[src/hw/rtl/assert_macros.svh]
// assertion macros shared by the shadow call stack rtl
// expects clk and rst in the scope where a macro is used
`ifndef ASSERT_MACROS_SVH
`define ASSERT_MACROS_SVH
`ifndef SYNTHESIS
// property must hold at every clock edge outside reset
`define ASSERT_ALWAYS(label, prop, msg) \
  label: assert property (@(posedge clk) disable iff (rst) (prop)) else $error(msg);
// condition must never be seen outside reset
`define ASSERT_NEVER(label, cond, msg) \
  label: assert property (@(posedge clk) disable iff (rst) !(cond)) else $error(msg);
`else
`define ASSERT_ALWAYS(label, prop, msg)
`define ASSERT_NEVER(label, cond, msg)
`endif
`endif

[src/hw/rtl/scsu_pkg.sv]
// shared types and codes for the shadow call stack unwinder
// no dependencies
package scsu_pkg;

  localparam int WORD_W     = 64;
  localparam int ACT_W      = 2;
  localparam int THR_W      = 2;
  localparam int CNT_W      = 7;
  localparam int ST_W       = 2;
  localparam int DUMP_CNT_W = 6;   // counts up to 64 dumped records
  localparam int REC_W      = 3 * WORD_W;

  // action codes
  localparam logic [ACT_W-1:0] ACT_CALL = 2'd0;
  localparam logic [ACT_W-1:0] ACT_RET  = 2'd1;
  localparam logic [ACT_W-1:0] ACT_DUMP = 2'd2;

  // status codes
  localparam logic [ST_W-1:0] ST_OK         = 2'd0;
  localparam logic [ST_W-1:0] ST_OVERFLOW   = 2'd1;
  localparam logic [ST_W-1:0] ST_UNDERFLOW  = 2'd2;
  localparam logic [ST_W-1:0] ST_EMPTY_DUMP = 2'd3;

  typedef struct packed {
    logic [ACT_W-1:0]  action;
    logic [THR_W-1:0]  thread;
    logic [WORD_W-1:0] stack_ptr;
    logic [WORD_W-1:0] call_target;
    logic [WORD_W-1:0] call_addr;
  } req_t;

  typedef struct packed {
    logic [ST_W-1:0]   status;
    logic [CNT_W-1:0]  discarded;
    logic [CNT_W-1:0]  depth_now;
    logic              rec_valid;
    logic [WORD_W-1:0] rec_target;
    logic [WORD_W-1:0] rec_addr;
    logic              last;
  } rsp_t;

  // record memory read address source
  typedef enum logic [1:0] {
    RD_REQ  = 2'd0,
    RD_POP  = 2'd1,
    RD_DUMP = 2'd2
  } rd_sel_t;

  typedef struct packed {
    logic    load;
    logic    rd_en;
    rd_sel_t rd_sel;
    logic    pop;
    logic    dump_emit;
    logic    fin_emit;
  } dp_cmd_t;

  typedef struct packed {
    logic             req_in_range;
    logic [ACT_W-1:0] req_action;
    logic             req_depth_zero;
    logic             sp_ge;
    logic             depth_one;
    logic             dump_last;
    logic             rsp_free;
  } dp_stat_t;

endpackage

[src/hw/rtl/scsu_ctrl.sv]
// sequencing state machine for the shadow call stack unwinder
// depends on scsu_pkg
module scsu_ctrl (
  input  logic               clk,
  input  logic               rst,
  input  logic               req_valid,
  output logic               req_stall,
  input  scsu_pkg::dp_stat_t stat,
  output scsu_pkg::dp_cmd_t  cmd
);
  import scsu_pkg::*;

  typedef enum logic [3:0] {
    S_IDLE   = 4'b0001,
    S_UNWIND = 4'b0010,
    S_DUMP   = 4'b0100,
    S_FINISH = 4'b1000
  } state_t;

  state_t state, state_next;
  logic   req_uses_stack;

  assign req_uses_stack = stat.req_in_range && !stat.req_depth_zero &&
                          (stat.req_action == ACT_CALL || stat.req_action == ACT_RET ||
                           stat.req_action == ACT_DUMP);

  always_ff @(posedge clk) begin
    if (rst) begin
      state <= S_IDLE;
    end else begin
      state <= state_next;
    end
  end

  always_comb begin
    cmd        = '0;
    cmd.rd_sel = RD_REQ;
    state_next = state;
    req_stall  = (state != S_IDLE);
    unique case (state)
      S_IDLE: begin
        if (req_valid) begin
          cmd.load = 1'b1;
          if (req_uses_stack) begin
            // fetch the top record of the thread
            cmd.rd_en  = 1'b1;
            state_next = (stat.req_action == ACT_DUMP) ? S_DUMP : S_UNWIND;
          end else begin
            state_next = S_FINISH;
          end
        end
      end
      S_UNWIND: begin
        if (stat.sp_ge) begin
          cmd.pop = 1'b1;
          if (!stat.depth_one) begin
            cmd.rd_en  = 1'b1;
            cmd.rd_sel = RD_POP;
          end else begin
            state_next = S_FINISH;
          end
        end else begin
          state_next = S_FINISH;
        end
      end
      S_DUMP: begin
        if (stat.rsp_free) begin
          cmd.dump_emit = 1'b1;
          if (!stat.dump_last) begin
            cmd.rd_en  = 1'b1;
            cmd.rd_sel = RD_DUMP;
          end else begin
            state_next = S_IDLE;
          end
        end
      end
      S_FINISH: begin
        if (stat.rsp_free) begin
          cmd.fin_emit = 1'b1;
          state_next   = S_IDLE;
        end
      end
      default: begin
        state_next = S_IDLE;
      end
    endcase
  end

endmodule

[config.mk]
export PLATFORM = sky130hd
export DESIGN_NAME = scsu_ctrl
export DESIGN_NICKNAME = d
export VERILOG_FILES = /design/src/hw/rtl/assert_macros.svh /design/src/hw/rtl/scsu_pkg.sv /design/src/hw/rtl/scsu_ctrl.sv
export SDC_FILE = /design/constraint.sdc
export NUM_CORES = 1
export LEC_CHECK = 0
export BUFFER_PORTS_ARGS = -buffer_cell sky130_fd_sc_hd__buf_2
export CAP_MARGIN = 15
export CORE_AREA = 4 4 41 43
export CTS_CLUSTER_SIZE = 8
export DETAILED_ROUTE_END_ITERATION = 16
export DIE_AREA = 0 0 45 47
export GPL_ROUTABILITY_DRIVEN = 0
export PLACE_DENSITY = 0.57
export RECOVER_POWER = 25
export SLEW_MARGIN = 25
export SYNTH_ARGS = -nofsm -noshare
export SYNTH_HDL_FRONTEND = slang
export SYNTH_SLANG_ARGS = --single-unit
[constraint.sdc]
create_clock -name clk -period 1.5 [get_ports clk]
set_input_delay 0.15 -clock clk [delete_from_list [all_inputs] [get_ports clk]]
set_output_delay 0.15 -clock clk [all_outputs]
set_load 0.01 [all_outputs]
==> run metrics, run 1 <==
DR pass1 iterations=3; adder-cell share of the synthesized area=0; min Tclk post-route=1.850 ns; Fillers=136; synthesis-stage register bit count=4; end of the critical path=cmd[5]; critical path launch point=state[0]$_SDFFE_PP1P_; placed insts=80; TritonCTS clock tree=done; Clock power frac=0.259; most common cell after layout, fill and taps aside=buf_2; main combinational cell family by area after synthesis=simple AND/OR/NAND/NOR gates; grt total ovfl=0; total of warnings raised by yosys=0; P_sw=175.2 uW; clk_skew=approximately 0.0044 ns; Hold Buf Count CTS=0; failing checks=setup timing; mux cell area share after synthesis=0; Req. time, crit path=1.35 ns; initial antenna violation count=0; max reg flops=4; Iter 0 DRT Violations=4; H-Tree Depth=1; Detail Placement HPWL=771.4 um; Flop pwr share=0.265; # diodes=0; number of nets in the layout=82; hold slack=approximately 0.13 ns; PD cells=939.7 nW/um2; Crit Path Category=reg -> out; design area=about 540 um2; Setup violations, final=7; Tightest Pin Transition=0.3747 ns; sw frac=0.3442; Area after DPL=between 500 and 600 um2; first-pass GRT wire length=1552 um; post-synth design cell area=327.8 um2; Synth Net Count=52; simple-gate portion of the synthesized area=0.3550; post-synthesis compound-gate area fraction=0.3015; Die Area=2115 um2; unrepaired setup endpoints after global routing=true; Global Route Usage Sum=0.1009; Final Worst Setup Slack=-0.3498 ns; Min-Delay Path Class=in -> reg; core area=1301 um2; CP endpoint kind=output pin; Worst-path clk slew=about 0.04 ns; Ports=19; per-cell routed wire length=11.14 um; Worst slew margin=0.7502; Highest Clock Rate=540.6 MHz; post-route ant nets=0; clock buffer depth=2; VDD IR max=0.0006892 V; Vias=405; DRC viols=0; Total Wirelength=936 um; Worst Path Max Fanout=3; final critical-path share of the clock period=1.233; startpoint types=flip-flop; Hold Vio Cnt, Final=0; worst r2r dst=state[3]$_SDFFE_PP0P_; vias in the first global route=385; max-slew violations=0; commonest non-fill, non-tap cells in the layout=buf_2, buf_4, nor2_1, inv_1, clkbuf_4; share of post-route cells with drive strength above 1=0.5942; P_leak=0.2858 nW; fin cells=84; Syn Inst Count=41; sequential share of the synthesized area=0.2443; Synth cell types=24; Pint=333.9 uW; largest net degree at the start of global routing=7; number of CTS-inserted buffers=3; Clock Sinks=4; Vert. Die Dim=about 47 um; critical path arrival=1.70 ns; worst skew pair latency=0.23 ns; Largest regs=state: 4 flops; Top reg by flops=state; Comb power frac=0.476; mean post-synth cell area=7.995 um2; num rows=13; port buffer count=18; Fin Setup TNS=-1.439 ns; via/cell ratio=4.821; Die Width=45 um; worst reg2reg path startpoint=state[0]$_SDFFE_PP1P_; max cap viols=0; reg2reg path depth=5; status=finished with violations; XOR/XNOR share of the synthesized area=0.02672; Layout area overhead=65.27%; Starting Density=0.2519; slack of the worst reg-to-reg path=-0.17 ns; CTS root buffer=clkbuf_4
cell families after synthesis:
family | after synthesis
AOI/OAI and AO/OA | 11
and+or+nand+nor | 19
buffers and inverters | 6
DFF | 4
xor gates and xnor gates | 1
critical path: stages (launching register included):
cell     delay, ns
dfxtp_2       0.31
or4b_4        0.54
or3_4         0.36
inv_4         0.06
a211o_1       0.08
buf_2         0.12
Yosys cell counts:
cell	count	area share
nand2_1	2	0.023
a211o_1	1	0.027
a21oi_1	4	0.061
or3_1	1	0.019
a311oi_2	1	0.046
nor3b_1	1	0.023
nor2b_1	1	0.019
nor2_1	6	0.069
o32a_4	1	0.069
or4b_4	1	0.042
nor4b_1	1	0.027
inv_1	5	0.057
dfxtp_1	4	0.24
a22oi_1	1	0.023
o211ai_1	1	0.023
xor2_1	1	0.027
o21a_1	1	0.023
buf_2	1	0.015
nand2b_1	1	0.019
a41o_1	1	0.031
nand3_1	2	0.031
or4b_1	1	0.031
nor3_1	1	0.015
and4bb_2	1	0.038
power groups by stage:
stage	clock network (mW)	logic (mW)	registers, mW
5_1_grt	0.140	0.269	0.138
3_3_place_gp	0	0.241	0.136
3_5_place_dp	0	0.240	0.137
4_1_cts	0.139	0.244	0.135
6_report	0.132	0.242	0.135
2_1_floorplan	0	0.155	0.146
final cells by class:
class	instances	area [um2]	area share
multi-input cells	31	247.7	0.4573
repair buffers	26	148.9	0.2748
flip-flops and latches	4	82.58	0.1524
clock buffers	3	22.52	0.04157
inverters	5	21.27	0.03926
well taps	15	18.77	0.03464
worst min-delay path by stage:
stage | from | to | depth (start not counted)
floorplan | rst | state[1]$_SDFFE_PP0P_ | 1
global placement | rst | state[3]$_SDFFE_PP0P_ | 2
detailed placement | rst | state[3]$_SDFFE_PP0P_ | 2
CTS | rst | state[1]$_SDFFE_PP0P_ | 2
global route | rst | state[3]$_SDFFE_PP0P_ | 2
finish | rst | state[1]$_SDFFE_PP0P_ | 2
stage by stage:
step / power (mW) / util / setup WS (ns)
2_1_floorplan: 0.3010 / - / -0.08386
3_3_place_gp: 0.3767 / 0.3894 / -0.1202
3_5_place_dp: 0.3768 / 0.3894 / -0.1380
4_1_cts: 0.5182 / 0.4154 / -0.3624
5_1_grt: 0.5470 / 0.4163 / -0.4036
6_report: 0.5091 / 0.4163 / -0.3498
layer usage:
metal	share of wire	track usage
met1	0.46	0.1290
met4	0	0.05263
met2	0.48	0.1610
met5	0	0
met3	0.061	0.01916
timing repair:
action                     in CTS  in global routing
pin swaps                       1                  1
gates cloned                    0                  0
resized for setup               1                  1
setup buffers                   1                  0
setup endpoints to repair       7                  9
No activity file was read; power rests on OpenSTA's default activity.
==> run 2, diff against run 1 <==
PLACE_DENSITY = 0.55   (was 0.57)
REMOVE_ABC_BUFFERS = 1   (was not set)
clock period = 1.87 ns   (was 1.5 ns; I/O delays follow)
==> run 2 against run 1 <==
Effect of this change: the flow still finishes with violations (setup timing); die area is the same; sequential share of layout area grew 2.3 points; first-iteration DRC count is the same; core utilization shrank 5.5 points; count of clock-buffer cells in the layout is the same; combinational power shrank 40%; total power shrank 27%; wire length shrank 9.0%; final cell count shrank 8.3%; hold slack gained 0.028 ns; global-route usage shrank 0.61 points.
==> run metrics, run 2 (synthesis results as in run 1) <==
port buffer count=18; Final Worst Setup Slack=-0.03691 ns; PD cells=785.1 nW/um2; Die Width=45 um; max cap viols=0; min Tclk post-route=roughly 1.9 ns; Starting Density=0.2519; Setup violations, final=1; Worst-path clk slew=approximately 0.030 ns; Largest regs=state: 4 flops; P_leak=0.2479 nW; post-route ant nets=0; initial antenna violation count=0; Hold Vio Cnt, Final=0; Top reg by flops=state; most common cell after layout, fill and taps aside=buf_2; max-slew violations=0; Clock power frac=0.279; Layout area overhead=43.51%; first-pass GRT wire length=1469 um; clock buffer depth=2; Vert. Die Dim=about 47 um; Tightest Pin Transition=0.4520 ns; Comb power frac=0.394; VDD IR max=roughly 0.00051 V; DP Worst Slack=0.1257 ns; critical path arrival=approximately 1.7 ns; Clock Sinks=4; Crit Path Category=reg -> out; Vias=377; worst skew pair latency=0.23 ns; P_sw=123.8 uW; max reg flops=4; Fillers=about 150; register cell area after layout=82.58 um2; Total Wirelength=852 um; number of nets in the layout=75; final critical-path share of the clock period=1.020; H-Tree Depth=1; Die Area=2115 um2; Power, Total=369.4 uW; via/cell ratio=4.896; vias in the first global route=between 300 and 400; Detail Placement HPWL=~660 um; commonest non-fill, non-tap cells in the layout=buf_2, nor2_1, a21oi_1, inv_1, clkbuf_4; grt total ovfl=0; DRC viols=0; CP endpoint kind=output pin; CTS root buffer=clkbuf_4; Core Util, Final=0.3615; Global Route Usage Sum=0.09486; status=finished with violations; Flop pwr share=0.326; share of post-route cells with drive strength above 1=0.4677; unrepaired setup endpoints after global routing=true; Req. time, crit path=1.68 ns; Iter 0 DRT Violations=4; clk_skew=0.004891 ns; Min-Delay Path Class=in -> reg; # diodes=0; startpoint types=flip-flop; core area=1301 um2; Highest Clock Rate=524.4 MHz; Ports=19; Hold Buf Count CTS=0; Worst Path Max Fanout=6; Worst slew margin=0.6987; number of CTS-inserted buffers=3; failing checks=setup timing; sw frac=0.3353; TritonCTS clock tree=done; DR pass1 iterations=2; multi-input logic area=232.7 um2; Pint=245.5 uW; num rows=13; largest net degree at the start of global routing=8; per-cell routed wire length=11.06 um
-- run 2: cell types whose count changed in the layout (fill, tap and decap cells not counted), sizes merged --
cell / before / now
buf: 25 / 17
clkbuf: 4 / 5
-- run 2: path summary, 6_finish.rpt --
check	slack, ns	cells after the start	from	end
max	-0.04	5	state[0]$_SDFFE_PP1P_	cmd[5]
min	0.16	2	rst	state[3]$_SDFFE_PP0P_
max reg2reg	0.09	5	state[0]$_SDFFE_PP1P_	state[3]$_SDFFE_PP0P_
min reg2reg	0.64	2	state[3]$_SDFFE_PP0P_	state[3]$_SDFFE_PP0P_
-- run 2: critical path: stages, from the launching register on --
cell	delay [ns]
dfxtp_2	0.33
or4b_4	0.55
or3_4	0.35
inv_2	0.06
a211o_1	0.08
buf_2	0.12
-- run 2: stage by stage --
stage          hold slack (ns)  cells  setup TNS (ns)  area (um2)
3_5_place_dp            0.3887     73               0       431.7
3_3_place_gp            0.3980     73               0       431.7
5_1_grt                 0.1630     77         -0.1498       470.5
2_1_floorplan           0.2549     40               0       322.8
6_report                0.1613     77        -0.03691       470.5
4_1_cts                 0.1474     77        -0.06393       464.2
-- run 2: layer usage --
layer,vias to the layer above,GRT usage,share of wire
met4,0,0.03509,0
li1,192,-,-
met5,-,0,0
met3,0,0.03831,0.075
met1,174,0.1139,0.41
met2,11,0.1525,0.51
-- run 2: power groups by stage --
stage	clock [mW]	sequential [mW]	combinational (mW)
after floorplan	0	0.115	0.0975
after global placement	0	0.120	0.140
after detailed placement	0	0.120	0.137
after CTS	0.110	0.120	0.139
after global routing	0.114	0.125	0.163
final	0.103	0.121	0.146
-- run 2: final cells by class --
class,instances,area share
multi-input cells,31,0.4947
repair buffers,19,0.2021
well taps,15,0.03989
flip-flops and latches,4,0.1755
clock buffers,3,0.04787
inverters,5,0.03989
-- run 2: what timing repair did --
action	CTS	global route
setup endpoints to repair	2	4
pin swaps	1	0
buffers inserted	1	0
resized for setup	2	3
